**src/design/tilt_angle_and_quadrature_sampler_macros.svh**
```systemverilog
// Assertion macros used by the top-level design file.
`ifndef TILT_ANGLE_AND_QUADRATURE_SAMPLER_MACROS_SVH
`define TILT_ANGLE_AND_QUADRATURE_SAMPLER_MACROS_SVH

// Same-cycle implication, disabled while reset is asserted.
`define TAS_ASSERT_IMPL(label, clk, rst_n, ante, cons, msg) \
	label: assert property (@(posedge clk) disable iff (!rst_n) (ante) |-> (cons)) \
		else $error(msg);

// Next-cycle implication, disabled while reset is asserted.
`define TAS_ASSERT_NEXT(label, clk, rst_n, ante, cons, msg) \
	label: assert property (@(posedge clk) disable iff (!rst_n) (ante) |=> (cons)) \
		else $error(msg);

`endif

```
**src/design/tas_pkg.sv**
```systemverilog
`default_nettype none

package tas_pkg;

	// Input transaction layout (bit positions within s_tdata).
	localparam int IN_W        = 64;
	localparam int AXIS_W      = 16;
	localparam int ADC_W       = 12;
	localparam int ANGLE_W     = 16;
	localparam int X_LSB       = 0;
	localparam int Y_LSB       = 16;
	localparam int Z_LSB       = 32;
	localparam int ADC_LSB     = 48;
	localparam int ENC_A_BIT   = 60;
	localparam int ENC_B_BIT   = 61;
	localparam int SINK_RDY_BIT = 62;

	// Arithmetic widths.
	localparam int SQ_W        = 32;
	localparam int RAD_W       = 48;
	localparam int ROOT_W      = 24;
	localparam int REM_W       = 27;
	localparam int VEC_W       = 36;
	localparam int ANG_ACC_W   = 20;
	localparam int ATAN_W      = 17;
	localparam int STEP_W      = 4;
	localparam int ROOT_LAST   = 11;
	localparam int ROT_LAST    = 15;
	localparam int HALF_PI_Q16 = 102944;

	typedef enum logic [2:0] {
		ENG_IDLE,
		ENG_SQY,
		ENG_SQZ,
		ENG_ROOT,
		ENG_ROT,
		ENG_DONE
	} tas_eng_state_t;

	typedef struct packed {
		logic start;
		logic take;
	} tas_ctl_t;

	typedef struct packed {
		logic idle;
		logic done;
	} tas_sts_t;

	// Arctangent of 2^-i in Q16 radians, rounded.
	function automatic logic [ATAN_W-1:0] atan_q16(input logic [STEP_W-1:0] idx);
		logic [ATAN_W-1:0] v;
		case (idx)
			4'd0:    v = 17'd51472;
			4'd1:    v = 17'd30386;
			4'd2:    v = 17'd16055;
			4'd3:    v = 17'd8150;
			4'd4:    v = 17'd4091;
			4'd5:    v = 17'd2047;
			4'd6:    v = 17'd1024;
			4'd7:    v = 17'd512;
			4'd8:    v = 17'd256;
			4'd9:    v = 17'd128;
			4'd10:   v = 17'd64;
			4'd11:   v = 17'd32;
			4'd12:   v = 17'd16;
			4'd13:   v = 17'd8;
			4'd14:   v = 17'd4;
			4'd15:   v = 17'd2;
			default: v = 17'd0;
		endcase
		return v;
	endfunction

endpackage

`default_nettype wire

```
**src/design/tas_engine.sv**
```systemverilog
`default_nettype none

module tas_engine import tas_pkg::*; #(
	parameter int ANGLE_FRAC_BITS = 14
) (
	input  wire logic                      clk,
	input  wire logic                      arst_n,
	input  wire tas_ctl_t                  ctl,
	input  wire logic signed [AXIS_W-1:0]  accel_x,
	input  wire logic signed [AXIS_W-1:0]  accel_y,
	input  wire logic signed [AXIS_W-1:0]  accel_z,
	output tas_sts_t                       sts,
	output logic signed [ANGLE_W-1:0]      tilt_angle
);

	localparam int SH        = 16 - ANGLE_FRAC_BITS;
	localparam int HALF_UNIT = 1 << (SH - 1);

	tas_eng_state_t state_q, state_nx;

	logic signed [AXIS_W-1:0]    y_q, z_q;
	logic [SQ_W-1:0]             s_q;
	logic [RAD_W-1:0]            n_q;
	logic [REM_W-1:0]            rem_q;
	logic [ROOT_W-1:0]           root_q;
	logic [STEP_W-1:0]           cnt_q;
	logic signed [VEC_W-1:0]     cx_q, cy_q;
	logic signed [ANG_ACC_W-1:0] ang_q;

	// Shared squarer: Y in state ENG_SQY, then Z in state ENG_SQZ.
	logic signed [AXIS_W-1:0]    mul_in;
	logic signed [SQ_W-1:0]      prod;
	logic [SQ_W-1:0]             sum_sq;

	assign mul_in = (state_q == ENG_SQY) ? y_q : z_q;
	assign prod   = mul_in * mul_in;
	assign sum_sq = s_q + SQ_W'(prod);

	// One digit of the restoring square root: returns {remainder, root}.
	function automatic logic [REM_W+ROOT_W-1:0] root_step(
		input logic [REM_W-1:0]  r,
		input logic [ROOT_W-1:0] q,
		input logic [1:0]        bits
	);
		logic [REM_W-1:0] rt;
		logic [REM_W-1:0] tr;
		rt = {r[REM_W-3:0], bits};
		tr = {1'b0, q, 2'b01};
		if (rt >= tr) begin
			return {rt - tr, q[ROOT_W-2:0], 1'b1};
		end
		return {rt, q[ROOT_W-2:0], 1'b0};
	endfunction

	logic [REM_W+ROOT_W-1:0] st1, st2;

	always_comb begin
		st1 = root_step(rem_q, root_q, n_q[RAD_W-1:RAD_W-2]);
		st2 = root_step(st1[REM_W+ROOT_W-1:ROOT_W], st1[ROOT_W-1:0], n_q[RAD_W-3:RAD_W-4]);
	end

	// CORDIC micro-rotation with the old vector components.
	logic signed [VEC_W-1:0]     sx, sy;
	logic signed [ANG_ACC_W-1:0] t_i;

	assign sx  = cx_q >>> cnt_q;
	assign sy  = cy_q >>> cnt_q;
	assign t_i = signed'(ANG_ACC_W'(atan_q16(cnt_q)));

	// Start vector: cy = -x * 2^16.
	logic signed [VEC_W-1:0] cy_init;
	assign cy_init = -(VEC_W'(accel_x) <<< 16);

	always_comb begin
		state_nx = state_q;
		case (state_q)
			ENG_IDLE: begin
				if (ctl.start) begin
					state_nx = (accel_x == '0) ? ENG_DONE : ENG_SQY;
				end
			end
			ENG_SQY:  state_nx = ENG_SQZ;
			ENG_SQZ:  state_nx = ENG_ROOT;
			ENG_ROOT: begin
				if (cnt_q == STEP_W'(ROOT_LAST)) begin
					state_nx = ENG_ROT;
				end
			end
			ENG_ROT: begin
				if (cnt_q == STEP_W'(ROT_LAST)) begin
					state_nx = ENG_DONE;
				end
			end
			ENG_DONE: begin
				if (ctl.take) begin
					state_nx = ENG_IDLE;
				end
			end
			default:  state_nx = ENG_IDLE;
		endcase
	end

	always_comb begin
		sts.idle = (state_q == ENG_IDLE);
		sts.done = (state_q == ENG_DONE);
	end

	always_ff @(posedge clk or negedge arst_n) begin
		if (!arst_n) begin
			state_q <= ENG_IDLE;
		end else begin
			state_q <= state_nx;
		end
	end

	always_ff @(posedge clk) begin
		case (state_q)
			ENG_IDLE: begin
				if (ctl.start) begin
					y_q   <= accel_y;
					z_q   <= accel_z;
					cy_q  <= cy_init;
					ang_q <= '0;
				end
			end
			ENG_SQY: begin
				s_q <= SQ_W'(prod);
			end
			ENG_SQZ: begin
				n_q    <= {sum_sq, 16'b0};
				rem_q  <= '0;
				root_q <= '0;
				cnt_q  <= '0;
			end
			ENG_ROOT: begin
				n_q    <= n_q << 4;
				rem_q  <= st2[REM_W+ROOT_W-1:ROOT_W];
				root_q <= st2[ROOT_W-1:0];
				if (cnt_q == STEP_W'(ROOT_LAST)) begin
					cx_q  <= VEC_W'(st2[ROOT_W-1:0]) <<< 8;
					cnt_q <= '0;
				end else begin
					cnt_q <= cnt_q + 1'b1;
				end
			end
			ENG_ROT: begin
				if (!cy_q[VEC_W-1]) begin
					cx_q  <= cx_q + sy;
					cy_q  <= cy_q - sx;
					ang_q <= ang_q + t_i;
				end else begin
					cx_q  <= cx_q - sy;
					cy_q  <= cy_q + sx;
					ang_q <= ang_q - t_i;
				end
				cnt_q <= cnt_q + 1'b1;
			end
			default: begin
			end
		endcase
	end

	// Clamp to plus or minus pi/2, then round to the output scale.
	localparam logic signed [ANG_ACC_W-1:0] ANG_LIM  = ANG_ACC_W'(HALF_PI_Q16);
	localparam logic signed [ANG_ACC_W-1:0] ANG_HALF = ANG_ACC_W'(HALF_UNIT);

	logic signed [ANG_ACC_W-1:0] ang_cl, ang_rnd;

	always_comb begin
		if (ang_q > ANG_LIM) begin
			ang_cl = ANG_LIM;
		end else if (ang_q < -ANG_LIM) begin
			ang_cl = -ANG_LIM;
		end else begin
			ang_cl = ang_q;
		end
		ang_rnd    = (ang_cl + ANG_HALF) >>> SH;
		tilt_angle = ang_rnd[ANGLE_W-1:0];
	end

endmodule

`default_nettype wire

```
**src/design/tilt_angle_and_quadrature_sampler.sv**
```systemverilog
// Tilt angle and quadrature sampler.
// Input channel s_*: one transaction is one sample set (three accelerometer axes,
// an ADC reading, the two encoder line levels and the sink-ready flag).
// Output channel m_*: one transaction is one record (angle, ADC value, count).
// Every accepted sample updates the encoder count at once: when line A differs
// from its previous level the count steps down if A differs from B and up
// otherwise, saturating at its signed limits. A record is produced only for a
// sample that changes line A while its sink-ready flag is set.
// A sample that produces no record leaves s_tready high.
// A sample that produces a record occupies the angle engine from acceptance to
// the record in the output register: Y and Z on the shared squarer in turn,
// twelve square-root iterations at two bits each and sixteen CORDIC
// rotations, one per cycle; a zero X axis skips straight to a zero angle.
// s_tready is low while the engine works. If the receiver stalls, the record
// waits in the output register and the engine accepts and computes the next
// sample, then holds its result until the output register frees up.
// Reset clears the previous A level to zero and sets the count to one.
`default_nettype none
`include "tilt_angle_and_quadrature_sampler_macros.svh"

module tilt_angle_and_quadrature_sampler import tas_pkg::*; #(
	parameter int COUNT_WIDTH     = 24,
	parameter int ANGLE_FRAC_BITS = 14
) (
	input  wire logic                   clk,
	input  wire logic                   arst_n,
	input  wire logic                   s_tvalid,
	output logic                        s_tready,
	// accel_x[15:0], accel_y[31:16], accel_z[47:32], adc_sample[59:48],
	// enc_a[60], enc_b[61], sink_ready[62], zero pad[63]
	input  wire logic [IN_W-1:0]        s_tdata,
	output logic                        m_tvalid,
	input  wire logic                   m_tready,
	// tilt_angle[15:0], adc_value[27:16], position_count[27+COUNT_WIDTH:28],
	// zero pad up to the byte boundary
	output logic [((ANGLE_W + ADC_W + COUNT_WIDTH + 7) / 8) * 8 - 1:0] m_tdata
);

	localparam int OUT_BITS = ANGLE_W + ADC_W + COUNT_WIDTH;
	localparam int OUT_W    = ((OUT_BITS + 7) / 8) * 8;
	localparam int SH       = 16 - ANGLE_FRAC_BITS;
	localparam int ANG_MAX  = (HALF_PI_Q16 + (1 << (SH - 1))) >> SH;

	localparam logic signed [COUNT_WIDTH-1:0] CMAX = {1'b0, {(COUNT_WIDTH-1){1'b1}}};
	localparam logic signed [COUNT_WIDTH-1:0] CMIN = {1'b1, {(COUNT_WIDTH-1){1'b0}}};

	// Input fields.
	logic enc_a, enc_b, sink_ready, s_accept;

	assign enc_a      = s_tdata[ENC_A_BIT];
	assign enc_b      = s_tdata[ENC_B_BIT];
	assign sink_ready = s_tdata[SINK_RDY_BIT];
	assign s_accept   = s_tvalid && s_tready;

	// Encoder state.
	logic                          prev_a_q;
	logic signed [COUNT_WIDTH-1:0] count_q, count_nx;
	logic                          a_change, emit;

	assign a_change = (enc_a != prev_a_q);
	assign emit     = s_accept && a_change && sink_ready;

	always_comb begin
		count_nx = count_q;
		if (a_change) begin
			if (enc_a != enc_b) begin
				if (count_q != CMIN) begin
					count_nx = count_q - 1'b1;
				end
			end else begin
				if (count_q != CMAX) begin
					count_nx = count_q + 1'b1;
				end
			end
		end
	end

	always_ff @(posedge clk or negedge arst_n) begin
		if (!arst_n) begin
			prev_a_q <= 1'b0;
			count_q  <= COUNT_WIDTH'(1);
		end else if (s_accept) begin
			prev_a_q <= enc_a;
			count_q  <= count_nx;
		end
	end

	// Record fields that travel beside the angle computation.
	logic [ADC_W-1:0]       adc_q;
	logic [COUNT_WIDTH-1:0] rec_count_q;

	always_ff @(posedge clk) begin
		if (emit) begin
			adc_q       <= s_tdata[ADC_LSB +: ADC_W];
			rec_count_q <= count_nx;
		end
	end

	// Angle engine.
	tas_ctl_t                  eng_ctl;
	tas_sts_t                  eng_sts;
	logic signed [ANGLE_W-1:0] eng_angle;
	logic                      out_load;

	assign out_load      = eng_sts.done && (!m_tvalid || m_tready);
	assign eng_ctl.start = emit;
	assign eng_ctl.take  = out_load;
	assign s_tready      = eng_sts.idle;

	tas_engine #(
		.ANGLE_FRAC_BITS(ANGLE_FRAC_BITS)
	) u_engine (
		.clk       (clk),
		.arst_n    (arst_n),
		.ctl       (eng_ctl),
		.accel_x   (s_tdata[X_LSB +: AXIS_W]),
		.accel_y   (s_tdata[Y_LSB +: AXIS_W]),
		.accel_z   (s_tdata[Z_LSB +: AXIS_W]),
		.sts       (eng_sts),
		.tilt_angle(eng_angle)
	);

	// Output register: decouples the engine from a stalled receiver.
	logic             m_tvalid_q;
	logic [OUT_W-1:0] m_tdata_q;
	logic [OUT_W-1:0] rec_pack;

	always_comb begin
		rec_pack                = '0;
		rec_pack[OUT_BITS-1:0]  = {rec_count_q, adc_q, eng_angle};
	end

	always_ff @(posedge clk or negedge arst_n) begin
		if (!arst_n) begin
			m_tvalid_q <= 1'b0;
		end else if (out_load) begin
			m_tvalid_q <= 1'b1;
		end else if (m_tready) begin
			m_tvalid_q <= 1'b0;
		end
	end

	always_ff @(posedge clk) begin
		if (out_load) begin
			m_tdata_q <= rec_pack;
		end
	end

	assign m_tvalid = m_tvalid_q;
	assign m_tdata  = m_tdata_q;

	// A sample that leaves line A unchanged must not move the count.
	`TAS_ASSERT_NEXT(a_count_hold, clk, arst_n, s_accept && !a_change, count_q == $past(count_q), "count moved without a change of line A")
	// The count moves by at most one step per transaction.
	`TAS_ASSERT_NEXT(a_count_step, clk, arst_n, 1'b1, (count_q == $past(count_q)) || (count_q == $past(count_q) + 1'b1) || (count_q == $past(count_q) - 1'b1), "count jumped by more than one")
	// A finished angle handed to the output register must show up as a valid record.
	`TAS_ASSERT_NEXT(a_load_valid, clk, arst_n, out_load, m_tvalid_q, "record lost on load")
	// The emitted angle never leaves plus or minus pi/2.
	`TAS_ASSERT_IMPL(a_angle_range, clk, arst_n, m_tvalid_q, (signed'(m_tdata_q[ANGLE_W-1:0]) <= signed'(ANGLE_W'(ANG_MAX))) && (signed'(m_tdata_q[ANGLE_W-1:0]) >= -signed'(ANGLE_W'(ANG_MAX))), "angle out of range")

endmodule

`default_nettype wire
```
**config.mk**
```make
export PLATFORM = sky130hd
export DESIGN_NAME = tilt_angle_and_quadrature_sampler
export DESIGN_NICKNAME = d
export VERILOG_FILES = /design/src/design/tas_pkg.sv /design/src/design/tas_engine.sv /design/src/design/tilt_angle_and_quadrature_sampler.sv
export VERILOG_INCLUDE_DIRS = /design/src /design/src/design
export SDC_FILE = /design/constraint.sdc
export NUM_CORES = 2
export LEC_CHECK = 0
export ABC_AREA = 1
export ABC_CLOCK_PERIOD_IN_PS = 8200
export BUFFER_PORTS_ARGS = -buffer_cell sky130_fd_sc_hd__buf_2
export CELL_PAD_IN_SITES_DETAIL_PLACEMENT = 0
export CELL_PAD_IN_SITES_GLOBAL_PLACEMENT = 2
export CORE_MARGIN = 2
export CORE_UTILIZATION = 35
export CTS_BUF_LIST = sky130_fd_sc_hd__clkbuf_8
export DETAILED_ROUTE_END_ITERATION = 10
export MAX_ROUTING_LAYER = met4
export PLACE_DENSITY = 0.8
export SYNTH_ARGS = -nofsm -noshare
export SYNTH_HDL_FRONTEND = slang
export SYNTH_SLANG_ARGS = --single-unit
```
**constraint.sdc**
```tcl
create_clock -name clk -period 8.2 [get_ports clk]
set_input_delay 0.41 -clock clk [delete_from_list [all_inputs] [get_ports clk]]
set_output_delay 0.41 -clock clk [all_outputs]
set_load 0.01 [all_outputs]
```
==> metrics.md <==
| Metric | Value |
|---|---|
| Status | `completed` |
| Area of the die | `roughly 120000 sq um` |
| Synth async-reset ratio | `7.77%` |
| # DRC | `0` |
| Setup violators final | `0` |
| Critical-path maximum fanout | `5` |
| Initial DRC Count | `2232` |
| Adder-cell share of the synthesized area | `20.7%` |
| Max incr delay on CP | `0.56 ns` |
| Placer Congestion | `approximately 0.92` |
| Seq/Total Area, Yosys | `27.6%` |
| CTS tree | `built` |
| Worst path bufs/invs | `10` |
| Worst Hold Launch | `s_tdata[7]` |
| Area Growth Syn to Fin | `17.8%` |
| Synth warnings | `0` |
| Worst-Skew Late Latency | `approximately 0.73 ns` |
| Grt total ovfl | `0` |
| Largest net degree at the start of global routing | `102` |
| Worst Setup End Kind | `flop` |
| Critical Path AT | `roughly 8.4 ns` |
| Root Driver | `clkbuf_8` |
| Detailed-route via count | `35581` |
| PortBufs | `120` |
| Delay-heaviest family, CP | `adder cells` |
| Die height | `~340 microns` |
| Synth unique cells | `67` |
| Register-to-register path setup slack | `roughly 0.28 ns` |
| Final-stage net count | `6240` |
| Mean routed wirelength per cell | `between 15 and 20 microns` |
| CTS clk-pin slew, worst paths | `0.06 ns` |
| Worst slew margin | `between 20% and 30%` |
| Ys flop type | `edfxtp_1` |
| Mux cell area share after synthesis | `0.354%` |
| Placed Instances | `7009` |
| Slew of the pin with the lowest slew margin | `approximately 1.1 ns` |
| Initial antenna violation count | `2` |
| Slew Limit Fails | `0` |
| CTS Buffer Depth | `3` |
| Synth Register Bits | `373` |
| Antenna Nets Post-Route | `0` |
| Main combinational cell family by area after synthesis | `simple AND/OR/NAND/NOR gates` |
| Dpl hpwl | `96800 microns` |
| TNS Setup | `0 ns` |
| Core Box Area | `112000 sq um` |
| Crit share post-route | `96.6%` |
| Worst setup SP type | `flop` |
| WL final | `123000 microns` |
| Post-synthesis compound-gate area fraction | `about an eighth` |
| Clk sinks | `373` |
| Number of synthesized flops with an enable pin | `328` |
| Max Fclk | `126 MHz` |
| CP most frequent cell | `fa_1` |
| Pre-antenna DRT Iters | `6` |
| Period minus WS final | `7.92 ns` |
| Critical Path Slowest Stage Cell | `fa_1` |
| Crit Reg-Reg Endpoint | `u_engine.n_q[47]$_DFFE_PP_` |
| H-tree Lvls | `3` |
| TritonCTS buffer count | `75` |
| Synth Area in Simple Gates | `23.5%` |
| Hold Crit Class | `in2reg` |
| GRT Total Usage | `21.6%` |
| Synth Area in XOR/XNOR | `under 10%` |
| RR Startpoint | `u_engine.state_q[0]$_DFFE_PN0P_` |
| I/O pin count | `126` |
| Starting Density | `35.2%` |
| Layout cell share with drive strength beyond 1 | `~14%` |
| Worst setup skew after layout | `about 0.042 ns` |
| Avg Cell Area, Syn | `7.49 sq um` |
| Via count of the first global-routing pass | `35535` |
| Mapped Cells | `5279` |
| Crit path kind | `reg2reg` |
| Cell Rows | `123` |
| R2R depth | `36` |
| WP data required | `8.67 ns` |
| First-pass GRT wire length | `193000 microns` |
| Final Hold Viols | `0` |
| Critical Path End | `u_engine.n_q[47]$_DFFE_PP_` |
| RSZ-0062 raised after global routing | `true` |
| Die W | `between 300 and 400 microns` |
| Critical path startpoint | `u_engine.state_q[0]$_DFFE_PN0P_` |
| Synthesized area | `roughly 40000 sq um` |
| Critical path depth | `36` |
| Max-Cap Viols | `0` |
| Post-Layout Cell Count | `7221` |
| Via density | `4.93` |
-- layout make-up --
cell class	count	area, sq um
fill	11861	65800
multi-input combinational	3902	25600
sequential	373	10900
timing repair buffer	444	3350
inverter	867	3290
tap	1500	1880
clock buffer	77	1060
clock inverter	57	522
antenna	1	2.50
-- how the worst min path moves through the flow --
stage | endpoint | depth (start not counted) | slack (ns)
after floorplan | count_q[10]$_DFFE_PN0P_ | 0 | 0.11
after global placement | m_tdata[18]$_DFFE_PP_ | 0 | 0.40
after detailed placement | m_tdata[22]$_DFFE_PP_ | 0 | 0.40
after CTS | u_engine.cy_q[27]$_DFFE_PP_ | 4 | 0.07
after global routing | u_engine.cy_q[27]$_DFFE_PP_ | 4 | 0.13
final | u_engine.cy_q[23]$_DFFE_PP_ | 4 | 0.14
-- synthesized netlist by cell type, drive strengths merged (10+ instances only) --
library cell / count / share of area (%)
nand3b: 10 / 0.19
nand2: 1242 / 12
nor2: 523 / 5.1
nor3: 69 / 0.93
buf: 77 / 1.2
a21oi: 319 / 4.0
nand4: 61 / 0.97
o21a: 22 / 0.42
ha: 268 / 8.5
dfxtp: 16 / 0.81
nand3: 264 / 3.4
xnor2: 75 / 1.7
a21o: 20 / 0.38
o21bai: 12 / 0.23
or2: 46 / 0.73
o211ai: 27 / 0.51
o221ai: 11 / 0.24
edfxtp: 328 / 25
nor4: 14 / 0.22
fa: 241 / 12
inv: 860 / 8.2
dfrtp: 28 / 1.8
xor2: 139 / 3.1
a31oi: 50 / 0.79
mux2i: 14 / 0.35
o21ai: 418 / 5.5
clkbuf: 63 / 0.60
-- registers in the layout (all words and copies together) (netlist names) --
signal / count
u_engine.rem_q: 25
rec_count_q: 24
prev_a_q: 1
u_engine.z_q: 16
u_engine.t_i: 16
u_engine.cy_q: 36
u_engine.s_q: 31
u_engine.root_q: 24
count_q: 24
m_tdata: 52
u_engine.state_q: 3
adc_q: 12
u_engine.cx_q: 36
u_engine.cnt_q: 4
u_engine.y_q: 16
u_engine.ang_q: 20
m_tvalid: 1
u_engine.n_q: 32
-- timing repair --
action	CTS	global route
pin swaps	8	94
gates cloned	0	4
hold endpoints to repair	75	0
hold buffers	48	0
setup endpoints to repair	11	15
buffers inserted	4	21
gates resized for setup	35	192
-- worst reg2reg max path: cells and delay by family, from the launching register on --
family	cells	cell delay, ns
compound gates	5	0.79
xor+xnor	1	0.25
fa+ha+maj	8	3.70
buf+inv	10	0.93
flops	1	0.35
simple gates	12	1.70
-- stage by stage --
| stage | area (sq um) | hold WS [ns] | utilization [%] | setup slack (ns) |
|---|---|---|---|---|
| 2_1_floorplan | 39600 | 0.114 | - | 0.000136 |
| 3_3_place_gp | 43300 | 0.401 | 38.5 | -0.209 |
| 3_5_place_dp | 43300 | 0.405 | 38.5 | -0.357 |
| 6_report | 46600 | 0.139 | 41.5 | 0.282 |
| 5_1_grt | 46600 | 0.128 | 41.5 | -0.183 |
| 4_1_cts | 45500 | 0.0708 | 40.5 | 0.000237 |
-- per-layer routing --
layer / up-vias / wire [microns] / global-route usage, %
li1: 17975 / - / -
met4: 0 / 3260 / 6.19
met1: 16766 / 56400 / 27.8
met2: 662 / 57900 / 35.7
met3: 178 / 5030 / 2.55
met5: - / 0 / -
-- logic make-up (layout without fill, tap and decap cells) --
kind of cell | after synthesis | after routing
buf+inv | 1007 | 1445
compound gates | 925 | 925
simple gates | 2236 | 2236
mux | 14 | 14
xor+xnor | 214 | 214
fa+ha+maj | 509 | 509
other cells | 1 | 5
flops | 373 | 373
-- cells in the final DEF (no fill, tap or decap), types with 30 or more instances in the layout --
cell / synthesis / routed
ha_1: 268 / 250
nor3_1: 66 / 62
inv_1: 854 / 846
clkbuf_8: 0 / 77
edfxtp_1: 328 / 328
a21oi_1: 318 / 299
o21ai_1: 97 / 93
nand2_1: 1229 / 1220
fa_1: 241 / 235
or2_2: 37 / 35
xnor2_1: 75 / 73
xor2_1: 139 / 134
nor2_2: 9 / 43
buf_2: 32 / 120
nor2_1: 511 / 461
o21ai_0: 296 / 287
nand3_1: 258 / 253
dlygate4sd3_1: 0 / 48
buf_4: 10 / 253
a31oi_1: 50 / 45
o21ai_2: 25 / 30
nand4_1: 61 / 61
Power is not shown: default switching activity piles up to over one toggle a cycle in this logic, so the estimate is an artifact.
